File: src/design/sba_pkg.sv
// Shared constants, codes and types of the SRAM block allocator.
`timescale 1ns / 1ps

package sba_pkg;

	localparam int MAX_ENTRIES   = 256;
	localparam int POOL_BYTES    = 8192;
	localparam int GRANULE_BYTES = 32;
	localparam int POOL_GRANULES = POOL_BYTES / GRANULE_BYTES;

	localparam int ADDR_W     = 32;
	localparam int REQ_W      = 14;
	localparam int IDX_W      = $clog2(MAX_ENTRIES);
	localparam int CNT_W      = $clog2(MAX_ENTRIES + 1);
	localparam int OFF_W      = $clog2(POOL_GRANULES);
	localparam int BLK_W      = $clog2(POOL_GRANULES + 1);
	localparam int TAIL_W     = BLK_W + 1;
	localparam int GRAN_SHIFT = $clog2(GRANULE_BYTES);
	localparam int NEED_W     = REQ_W - GRAN_SHIFT + 1;

	localparam logic CMD_ALLOC = 1'b0;
	localparam logic CMD_FREE  = 1'b1;

	typedef enum logic [1:0] {
		ST_OK         = 2'd0,
		ST_TABLE_FULL = 2'd1,
		ST_NO_MEMORY  = 2'd2,
		ST_BAD_FREE   = 2'd3
	} status_t;

	// One table entry: size and offset in granules, plus the in-use mark.
	typedef struct packed {
		logic [BLK_W-1:0] blocks;
		logic [OFF_W-1:0] offset;
		logic             busy;
	} entry_t;

	typedef struct packed {
		logic              cmd;
		logic [REQ_W-1:0]  req_size;
		logic [ADDR_W-1:0] free_addr;
	} req_t;

	typedef struct packed {
		status_t           status;
		logic [ADDR_W-1:0] block_addr;
	} res_t;

endpackage

File: src/design/sba_engine.sv
// Entry table memory and the scan sequencer that serves one request at a time.
`timescale 1ns / 1ps

module sba_engine (
	input  logic                       clk,
	input  logic                       arst_n,
	input  logic [sba_pkg::ADDR_W-1:0] pool_base,
	input  logic                       req_valid,
	output logic                       req_ready,
	input  sba_pkg::req_t              req,
	output logic                       res_valid,
	input  logic                       res_ready,
	output sba_pkg::res_t              res
);

	typedef enum logic [1:0] {IDLE, SCAN, DECIDE, RESP} state_t;

	state_t                       state_q;
	logic                         cmd_q;
	logic [sba_pkg::NEED_W-1:0]   need_q;
	logic [sba_pkg::ADDR_W-1:0]   where_q;
	logic [sba_pkg::CNT_W-1:0]    count_q;
	logic [sba_pkg::CNT_W-1:0]    issue_q;
	logic [sba_pkg::CNT_W-1:0]    keep_q;
	logic [sba_pkg::TAIL_W-1:0]   tail_q;
	logic                         found_q;
	sba_pkg::res_t                res_q;

	logic                         rd_vld_s1;
	logic [sba_pkg::CNT_W-1:0]    eval_idx_s1;
	sba_pkg::entry_t              rd_data_s1;

	sba_pkg::entry_t              mem [sba_pkg::MAX_ENTRIES];

	logic                         rd_en;
	logic                         wr_en;
	logic [sba_pkg::IDX_W-1:0]    wr_addr;
	sba_pkg::entry_t              wr_data;

	logic [sba_pkg::REQ_W:0]      req_round;
	logic [sba_pkg::NEED_W-1:0]   need_in;
	logic [sba_pkg::ADDR_W-1:0]   eval_addr;
	logic [sba_pkg::ADDR_W-1:0]   tail_addr;
	logic                         alloc_hit;
	logic                         free_hit;
	logic [sba_pkg::NEED_W:0]     end_sum;
	logic                         fits;
	logic                         full;
	logic                         scan_done;

	assign req_ready = (state_q == IDLE);
	assign res_valid = (state_q == RESP);
	assign res       = res_q;

	// Round the request up to whole granules; zero asks for one granule.
	assign req_round = {1'b0, req.req_size} + (sba_pkg::REQ_W + 1)'(sba_pkg::GRANULE_BYTES - 1);
	assign need_in   = (req.req_size == '0) ? sba_pkg::NEED_W'(1)
		: req_round[sba_pkg::REQ_W:sba_pkg::GRAN_SHIFT];

	assign eval_addr = pool_base
		+ (sba_pkg::ADDR_W'(rd_data_s1.offset) << sba_pkg::GRAN_SHIFT);
	assign tail_addr = pool_base + (sba_pkg::ADDR_W'(tail_q) << sba_pkg::GRAN_SHIFT);

	assign alloc_hit = !rd_data_s1.busy
		&& (sba_pkg::NEED_W'(rd_data_s1.blocks) == need_q);
	assign free_hit  = !found_q && (eval_addr == where_q);

	assign end_sum = (sba_pkg::NEED_W + 1)'(need_q) + (sba_pkg::NEED_W + 1)'(tail_q);
	assign fits    = end_sum <= (sba_pkg::NEED_W + 1)'(sba_pkg::POOL_GRANULES);
	assign full    = (count_q == sba_pkg::CNT_W'(sba_pkg::MAX_ENTRIES));

	assign rd_en     = (state_q == SCAN) && (issue_q != count_q);
	assign scan_done = !rd_vld_s1 && (issue_q == count_q);

	// Single write port: the entry under evaluation, or the appended entry.
	always_comb begin
		wr_en   = 1'b0;
		wr_addr = eval_idx_s1[sba_pkg::IDX_W-1:0];
		wr_data = rd_data_s1;
		if (state_q == SCAN && rd_vld_s1) begin
			if (cmd_q == sba_pkg::CMD_ALLOC && alloc_hit) begin
				wr_en        = 1'b1;
				wr_data.busy = 1'b1;
			end else if (cmd_q == sba_pkg::CMD_FREE && free_hit) begin
				wr_en        = 1'b1;
				wr_data.busy = 1'b0;
			end
		end else if (state_q == DECIDE && cmd_q == sba_pkg::CMD_ALLOC && !full && fits) begin
			wr_en          = 1'b1;
			wr_addr        = count_q[sba_pkg::IDX_W-1:0];
			wr_data.blocks = sba_pkg::BLK_W'(need_q);
			wr_data.offset = sba_pkg::OFF_W'(tail_q);
			wr_data.busy   = 1'b1;
		end
	end

	always_ff @(posedge clk) begin
		if (wr_en) begin
			mem[wr_addr] <= wr_data;
		end
		if (rd_en) begin
			rd_data_s1 <= mem[issue_q[sba_pkg::IDX_W-1:0]];
		end
	end

	always_ff @(posedge clk or negedge arst_n) begin
		if (!arst_n) begin
			state_q     <= IDLE;
			count_q     <= '0;
			issue_q     <= '0;
			keep_q      <= '0;
			tail_q      <= '0;
			found_q     <= 1'b0;
			rd_vld_s1   <= 1'b0;
			eval_idx_s1 <= '0;
			cmd_q       <= sba_pkg::CMD_ALLOC;
			need_q      <= '0;
			where_q     <= '0;
			res_q       <= '0;
		end else begin
			unique case (state_q)
				IDLE: begin
					if (req_valid) begin
						cmd_q     <= req.cmd;
						need_q    <= need_in;
						where_q   <= req.free_addr;
						issue_q   <= '0;
						keep_q    <= '0;
						tail_q    <= '0;
						found_q   <= 1'b0;
						rd_vld_s1 <= 1'b0;
						state_q   <= SCAN;
					end
				end
				SCAN: begin
					rd_vld_s1 <= rd_en;
					if (rd_en) begin
						eval_idx_s1 <= issue_q;
						issue_q     <= issue_q + sba_pkg::CNT_W'(1);
					end
					if (rd_vld_s1) begin
						tail_q <= sba_pkg::TAIL_W'(rd_data_s1.offset)
							+ sba_pkg::TAIL_W'(rd_data_s1.blocks);
						if (cmd_q == sba_pkg::CMD_ALLOC) begin
							if (alloc_hit) begin
								res_q   <= '{status: sba_pkg::ST_OK, block_addr: eval_addr};
								state_q <= RESP;
							end
						end else begin
							if (free_hit) begin
								found_q <= 1'b1;
							end else if (rd_data_s1.busy) begin
								keep_q <= eval_idx_s1 + sba_pkg::CNT_W'(1);
							end
						end
					end else if (scan_done) begin
						state_q <= DECIDE;
					end
				end
				DECIDE: begin
					state_q <= RESP;
					if (cmd_q == sba_pkg::CMD_ALLOC) begin
						if (full) begin
							res_q <= '{status: sba_pkg::ST_TABLE_FULL, block_addr: '0};
						end else if (!fits) begin
							res_q <= '{status: sba_pkg::ST_NO_MEMORY, block_addr: '0};
						end else begin
							res_q   <= '{status: sba_pkg::ST_OK, block_addr: tail_addr};
							count_q <= count_q + sba_pkg::CNT_W'(1);
						end
					end else begin
						if (found_q) begin
							res_q   <= '{status: sba_pkg::ST_OK, block_addr: '0};
							count_q <= keep_q;
						end else begin
							res_q <= '{status: sba_pkg::ST_BAD_FREE, block_addr: '0};
						end
					end
				end
				RESP: begin
					if (res_ready) begin
						state_q <= IDLE;
					end
				end
				default: begin
					state_q <= IDLE;
				end
			endcase
		end
	end

endmodule

File: src/design/sram_block_allocator_core.sv
// Top level of the SRAM block allocator: stream ports, base register and result register.
`timescale 1ns / 1ps

// The allocator manages an 8 KiB pool as an ordered table of up to 256 entries, each
// holding a size and an offset in 32-byte granules and an in-use mark; entries tile the
// pool from offset zero upward. An allocate request (tuser 0) rounds req_size up to whole
// granules, with zero counting as one granule, reuses the first free entry of exactly
// that size, or else appends a new entry after the last one if it fits. A free request
// (tuser 1) clears the in-use mark of the live entry whose address equals free_addr and
// then drops every unused entry behind the last one in use; an address that matches no
// live entry returns status 3 and leaves the table untouched. Block addresses are
// pool_base plus the entry offset in bytes, so writing pool_base moves every live block.
// The table sits in a single-port-read, single-port-write synchronous RAM with registered
// read data, and every request walks the live entries (up to 256) one per cycle through
// that read port, but an allocate that reuses entry i stops its walk at that entry. One
// request is in work at a time; a new request is taken as soon as the previous result
// sits in the output register, even if it was not yet taken. The table needs no
// clearing after reset, since only live entries are read.
// pool_base must be written only while no request is in work.

module sram_block_allocator_core (
	input  logic        clk,
	input  logic        arst_n,
	// Configuration write channel: pool_base.
	input  logic        cfg_valid,
	output logic        cfg_ready,
	input  logic [31:0] cfg_data,
	// Request stream.
	input  logic        s_tvalid,
	output logic        s_tready,
	input  logic [47:0] s_tdata,    // [13:0] req_size, [45:14] free_addr, [47:46] zero
	input  logic        s_tuser,    // [0] cmd
	// Result stream.
	output logic        m_tvalid,
	input  logic        m_tready,
	output logic [31:0] m_tdata,    // [31:0] block_addr
	output logic [1:0]  m_tuser     // [1:0] status
);

	logic [sba_pkg::ADDR_W-1:0] pool_base_q;
	logic                       m_tvalid_q;
	sba_pkg::res_t              out_q;

	sba_pkg::req_t              req;
	sba_pkg::res_t              res;
	logic                       res_valid;
	logic                       res_ready;

	// The base register can always take a write.
	assign cfg_ready = 1'b1;

	always_ff @(posedge clk or negedge arst_n) begin
		if (!arst_n) begin
			pool_base_q <= '0;
		end else if (cfg_valid) begin
			pool_base_q <= cfg_data;
		end
	end

	assign req.cmd       = s_tuser;
	assign req.req_size  = s_tdata[13:0];
	assign req.free_addr = s_tdata[45:14];

	sba_engine u_engine (
		.clk       (clk),
		.arst_n    (arst_n),
		.pool_base (pool_base_q),
		.req_valid (s_tvalid),
		.req_ready (s_tready),
		.req       (req),
		.res_valid (res_valid),
		.res_ready (res_ready),
		.res       (res)
	);

	// Output register: the engine hands over its result whenever this slot is free
	// or is being emptied in the same cycle.
	assign res_ready = !m_tvalid_q || m_tready;

	always_ff @(posedge clk or negedge arst_n) begin
		if (!arst_n) begin
			m_tvalid_q <= 1'b0;
		end else if (res_ready) begin
			m_tvalid_q <= res_valid;
		end
	end

	always_ff @(posedge clk) begin
		if (res_ready && res_valid) begin
			out_q <= res;
		end
	end

	assign m_tvalid = m_tvalid_q;
	assign m_tdata  = out_q.block_addr;
	assign m_tuser  = out_q.status;

	// A request is served alone: right after acceptance no further request is taken.
	a_one_in_work: assert property (@(posedge clk) disable iff (!arst_n)
		(s_tvalid && s_tready) |=> !s_tready)
		else $error("request accepted while another one is in work");

	// Any failing status carries a zero block address.
	a_fail_zero_addr: assert property (@(posedge clk) disable iff (!arst_n)
		(m_tvalid && (m_tuser != sba_pkg::ST_OK)) |-> (m_tdata == '0))
		else $error("failing result with nonzero block address");

	// A result that was just loaded comes from a request that left the engine busy.
	a_result_after_request: assert property (@(posedge clk) disable iff (!arst_n)
		(!m_tvalid && s_tready) |=> !(m_tvalid && !$past(m_tvalid) && $past(s_tready)))
		else $error("result appeared without a request in work");

endmodule
File: config.mk
export PLATFORM = sky130hd
export DESIGN_NAME = sram_block_allocator_core
export DESIGN_NICKNAME = d
export VERILOG_FILES = /design/src/design/sba_pkg.sv /design/src/design/sba_engine.sv /design/src/design/sram_block_allocator_core.sv
export SDC_FILE = /design/constraint.sdc
export NUM_CORES = 2
export LEC_CHECK = 0
export ABC_AREA = 1
export BUFFER_PORTS_ARGS = -buffer_cell sky130_fd_sc_hd__buf_2
export CAP_MARGIN = 20
export CORE_ASPECT_RATIO = 1.1
export CORE_MARGIN = 2
export CORE_UTILIZATION = 60
export DETAILED_ROUTE_END_ITERATION = 6
export PLACE_DENSITY_LB_ADDON = 0.2
export SLEW_MARGIN = 20
export SYNTH_ARGS = -nofsm -noshare
export SYNTH_HDL_FRONTEND = slang
export SYNTH_MEMORY_MAX_BITS = 65536
export SYNTH_SLANG_ARGS = --single-unit
File: constraint.sdc
create_clock -name clk -period 24.1 [get_ports clk]
set_input_delay 7.23 -clock clk [delete_from_list [all_inputs] [get_ports clk]]
set_output_delay 7.23 -clock clk [all_outputs]
set_load 0.1 [all_outputs]
======== After elaboration in Yosys (flattened, before gate mapping) ========
Memory sizes are Yosys's and may differ from the RTL's. A register that Yosys moved wholly into a read port is not among the register bits.
Cells that the tools add are included.
storage, ports and cells
  flip-flop bits (word level) ............. 194
  input bits .............................. 86
  memories ................................ 1
  memory bits (writable) .................. 4608
operators by class
  magnitude comparators ................... 1
  muxes and demuxes ....................... 50
  reduce and logical (&&, ||, !) cells .... 32
  $add $sub $neg .......................... 8
  bitwise gates (word level) .............. 1
  equal/unequal tests ..................... 23
memory list
  memory        words  bits a word  rd ports  clocked after Yosys merged registers in  write ports  line              RTL
  u_engine.mem  256    18           1         1                                        1            sba_engine.sv:33  sba_pkg::entry_t mem [sba_pkg::MAX_ENTRIES];
operator list
  cell                     count
  $mux W34                 7
  $mux W9                  10
  $pmux W34 S2             1
  $pmux W9 S2              2
  $add A32 B13 Y32         1
  $add A32 B15 Y32         1
  $eq A32 B32 Y1           1
  $mux W10                 3
  $add A9 B1 Y9 const B    3
  $pmux W10 S2             1
  $mux W18                 1
  $mux W17                 1
  $mux W8                  2
  $ne A2 B1 Y1 const B     8
  $add A14 B5 Y15 const B  1
  $logic_not A14 Y1        1
  $mux W1                  13
  $mux W2                  6
  $add A10 B10 Y11         1
  $le A11 B9 Y1 const B    1
  $logic_and A1 B1 Y1      11
  $add A8 B9 Y10           1
  $eq A9 B10 Y1            1
  $reduce_and A5 Y1        2
  19 further kinds         35

======== Longest topological paths before layout ========
  depth after elaboration ................. 9
  depth in mapped cells ................... 23
  gate-level depth less buffers ........... 21

======== Cells and area by module ========
Synthesis repeated with hierarchy kept, for this count alone.
second synthesis, totals
  cells, all modules ...................... 14812
  area total of the unflattened synthesis .. 191771.4 um^2
modules (own cells, without submodules)
  module                     area an instance (um^2)  cells each  instances
  sba_engine                 189280.3                 14635       1
  sram_block_allocator_core  2491.1                   177         1

======== Least setup slack after synthesis ========
No wires, ideal clock.
  path type ............................... reg2reg
  start point ............................. register u_engine.tail_q[0] in the netlist's numbering
  end point ............................... memory u_engine.mem[0][0] in the netlist's numbering, data pin
  data required time ...................... 21.826 ns
  cell stages (with the launch flop) ...... 12
  path slack .............................. 9.581 ns
  clock period less this slack ............ 14.519 ns
  data arrival time ....................... 12.245 ns
  setup time .............................. 2.274 ns
  path through ............................ dfrtp_1 ha_1 fa_1 xor2_1 nor3_1 nand3_1 nor2_1 nand3b_1 nand2_2 nand3_1 nand3_1 a21boi_0
RTL lines
  what                    line               RTL
  start, declared         sba_engine.sv:25   logic [sba_pkg::TAIL_W-1:0] tail_q;
  start signal, assigned  sba_engine.sv:142  tail_q <= sba_pkg::TAIL_W'(rd_data_s1.offset)
  end, declared           sba_engine.sv:33

======== Worst setup path in the final report ========
  start point ............................. register u_engine.state_q[0]
  end point ............................... output port s_tready
on the way
  word-level cells in the longest chain between the ends .. 1
ends and longest elaborated chain
  what                    line                             RTL
  start, declared         sba_engine.sv:18                 state_t state_q;
  start signal, assigned  sba_engine.sv:108                state_q <= IDLE;
  start signal, assigned  sba_engine.sv:132                state_q <= SCAN;
  start signal, assigned  sba_engine.sv:147                state_q <= RESP;
  $logic_not A2 Y1        sba_engine.sv:51                 assign req_ready = (state_q == IDLE);
  end, declared           sram_block_allocator_core.sv:30  output logic s_tready,
Every way passes these cells.

==> results summary <==
The largest net degree at the start of global routing came out at around 230. The overall overflow remaining after global route came out at 0. In this run the remaining antenna-violating nets after routing total 0. The post-synthesis average cell area came out at 13.01 µm². Setup repair after global routing left no endpoint under its margin. Hold is met by 438.9 ps. The commonest non-fill, non-tap cell in the layout is sky130_fd_sc_hd__edfxtp_1.

The startpoint kind of the worst setup timing path is a register. The initial core utilization came out at 0.6029. TritonCTS built the clock tree. Yosys printed 0 warnings. The number of cells in the finished layout apart from fillers is 19.14k. The run finished with clean final reports.

The top fanout value on the critical path is 5. 123 I/O pins were placed. In this run the tightest slew margin relative to its limit is 0.2026.

Summing internal, switching and leakage power gives 27.47 mW. The number of cells traversed by the worst hold path is 0. The number of buffers created by CTS came out at roughly 460.

The critical path endpoint category is an output pin. In the layout the commonest cells are sky130_fd_sc_hd__edfxtp_1 (4660), sky130_fd_sc_hd__nor2_1 (2556), sky130_fd_sc_hd__o21ai_0 (2418). The cell row count is 217. Summing every instance area after synthesis gives 0.1915 mm².

The startpoint identified for the worst hold timing path is u_engine.res[11]. The critical path data required time is 16870 ps. The ratio of cells with drive above 1 in the final layout is 0.08941.

The via count is 127.5k. During placement, the flow inserted port buffers numbering around 120. The number of nets in the synthesized netlist is 14.86k. After layout, the minimum clock period comes to about 9500 ps. Compared with the post-synthesis result, the final layout area differs by 10.70%. The leakage power came out at 68.93 nW.

The number of sinks handled by clock tree synthesis is 4820. In the routed layout, each cell is associated on average with a via count of 6.660. The final core utilization came out at 0.6674.

After routing the design area is 0.2120 mm². For this run, the total global-route usage over all layers was measured as 0.3260. The final number of setup-violating endpoints is 0.

The total count of max-transition violations in the final report came to 0. The worst slack at placement came out at ~15000 ps. The post-placement cell count is 18.30k. The clock-pin slew of the registers on the worst-case setup and hold paths came out at ~60 ps.

The number of global-route vias before repair came out at around 120k. After synthesis, the netlist uses 61 different library cells. Buffers added to address setup during post-CTS repair amount to 0. The number of resized instances in the post-cts repair step came out at 0.

The detailed placement HPWL came out at 296900 µm. Adding up every negative setup slack in the final design gives 0 ps. The die outline area is approximately 0.32 mm². The number of antenna violations at the first check in global routing came out at 21. The first-pass detailed-route iteration total is 6. Setup slack on the critical path of the routed design comes to 14580 ps.

The actual transition at the worst max-transition pin came out at between 1000 and 1500 ps. The final weighted congestion in routability-driven placement came out at 0.9167. The first-pass GRT wire length came out at 781600 µm.

Counting flops with an async set or reset pin after synthesis yields a share of 0.03320. The per-cell routed wire length came out at 28.28 µm. The count of hold-fix buffers inserted at cts is 0.

The total power per unit cell area is 129.6 mW/mm². The number of remaining DRC errors is 0. The post-synthesis sequential element count came out at 4820.

In this run the vertical extent of the chip is a little under 600 µm. The worst hold path terminates at m_tdata[11]. The reported max-cap violation count came out at 0. The floorplan step set the die width to between 500 and 600 µm. The slack of the worst reg-to-reg path is about 17000 ps. The maximum clock skew at final layout is 68.62 ps. The floorplan step defined a core boundary enclosing 0.3177 mm². In the final design database the tool counted around 15k nets.

The final hold violation count came out at 0. The start-to-end type of the worst setup path is reg -> out. The post-synthesis instance total is 14.72k. The share of the Yosys chip area taken by registers is 0.7516. The largest buffer count on any clock path came out at 4. The count of cells along the worst register-to-register path came out at 14.

The ratio of final minimum period to clock period is 0.3950. The insertion delay of the later-clocked pin in the worst-skew pair came out at 1020 ps. The fmax came out at 105.1 MHz. The maximum ir drop on the vdd rail came out at 0.2513 mV.

The predominant post-synthesis flop cell is sky130_fd_sc_hd__edfxtp_1. For this block, the initial DRC count from the detailed router was between 15k and 20k. The worst hold path belongs to the class reg -> reg.

The total routed wirelength came out at 541400 µm. The clock tree synthesis step divided the H-tree into 5 levels. The arrival time reported for the critical path endpoint is 2290 ps. The placed cell area came out at 0.1971 mm². The master cell of the clock root buffer is sky130_fd_sc_hd__clkbuf_16. The worst register-to-register path ends at u_engine.rd_data_s1[5]. The number of enable-type register cells in the synthesized netlist came out at 4660. The launch instance of the worst register-to-register path is u_engine.issue_q[1].
==> cells by family after synthesis <==
kind of cell / share of synthesized area
AOI/OAI and AO/OA: 0.1219
xor gates and xnor gates: 0.002803
adders and majority gates: 0.003293
buffers and inverters: 0.02462
DFF: 0.7516
muxes: 0.0005880
other: 0.00001958
and+or+nand+nor: 0.09525
==> state kept, by name (all words and copies together) (netlist names), 2 cells and up <==
signal / count
pool_base_q: 32
u_engine.count_q: 9
u_engine.where_q: 32
m_tuser: 2
u_engine.issue_q: 9
u_engine.mem: 4608
u_engine.keep_q: 9
u_engine.need_q: 10
u_engine.res: 34
u_engine.state_q: 2
m_tdata: 32
u_engine.rd_data_s1: 18
u_engine.tail_q: 10
u_engine.eval_idx_s1: 9
==> cell type report <==
class	count	area, µm²
repair buffers	470	3616
diodes	7	17.52
flip-flops and latches	4820	144000
clock inverters	240	2369
inverters	188	748.2
well taps	4161	5206
multi-input cells	8664	43830
clock buffers	594	12270
fillers	21681	105700
==> cell usage after synthesis (all sizes together), types with 2 or more instances <==
cell | number | area share
a21boi | 5 | 0.00020
a21o | 2 | 0.000078
a21oi | 280 | 0.0074
a22o | 2 | 0.000091
a31oi | 31 | 0.0010
a32o | 6 | 0.00031
buf | 87 | 0.0020
clkbuf | 964 | 0.019
clkinv | 4 | 0.000078
dfrtp | 160 | 0.021
edfxtp | 4660 | 0.73
fa | 4 | 0.00042
ha | 44 | 0.0029
inv | 184 | 0.0036
mux2 | 10 | 0.00059
nand2 | 965 | 0.019
nand3 | 777 | 0.021
nand3b | 14 | 0.00055
nand4 | 19 | 0.00073
nor2 | 2706 | 0.053
nor3 | 19 | 0.00050
nor4 | 3 | 0.000098
o211a | 4 | 0.00021
o211ai | 96 | 0.0038
o21ai | 2444 | 0.064
o221ai | 490 | 0.022
o22ai | 666 | 0.022
o31ai | 6 | 0.00024
or2 | 4 | 0.00013
xnor2 | 16 | 0.00073
xnor3 | 4 | 0.00047
xor2 | 35 | 0.0016
==> power breakdown <==
| group | switching [mW] | total, mW | internal, mW |
|---|---|---|---|
| clock network | 3.05 | 7.09 | 4.03 |
| registers | 0.171 | 11.5 | 11.4 |
| logic | 7.13 | 8.85 | 1.73 |
| total | 10.4 | 27.5 | 17.1 |
==> critical path, stage by stage (launching register included) <==
cell	delay, ps
sky130_fd_sc_hd__dfrtp_1	420
sky130_fd_sc_hd__inv_1	120
sky130_fd_sc_hd__ha_1	290
sky130_fd_sc_hd__buf_2	470
==> metal layers <==
metal | routed length, µm | up-vias | global-route usage
li1 | - | 54794 | -
met1 | 198800 | 63204 | 0.4456
met2 | 250300 | 8194 | 0.5032
met3 | 62360 | 1306 | 0.06363
met5 | 61 | - | 0.0002986
met4 | 29890 | 10 | 0.1668
==> how the worst max path moves through the flow <==
stage / start / to / slack, ps
global placement: s_tvalid / u_engine.keep_q[0] / 15050
global route: u_engine.state_q[1] / s_tready / 14490
CTS: u_engine.state_q[0] / s_tready / 14540
finish: u_engine.state_q[0] / s_tready / 14580
detailed placement: s_tvalid / u_engine.keep_q[3] / 15000
floorplan: u_engine.tail_q[0] / u_engine.mem[0][0] / 9580
Note: power is estimated with default switching activity, not from simulation.
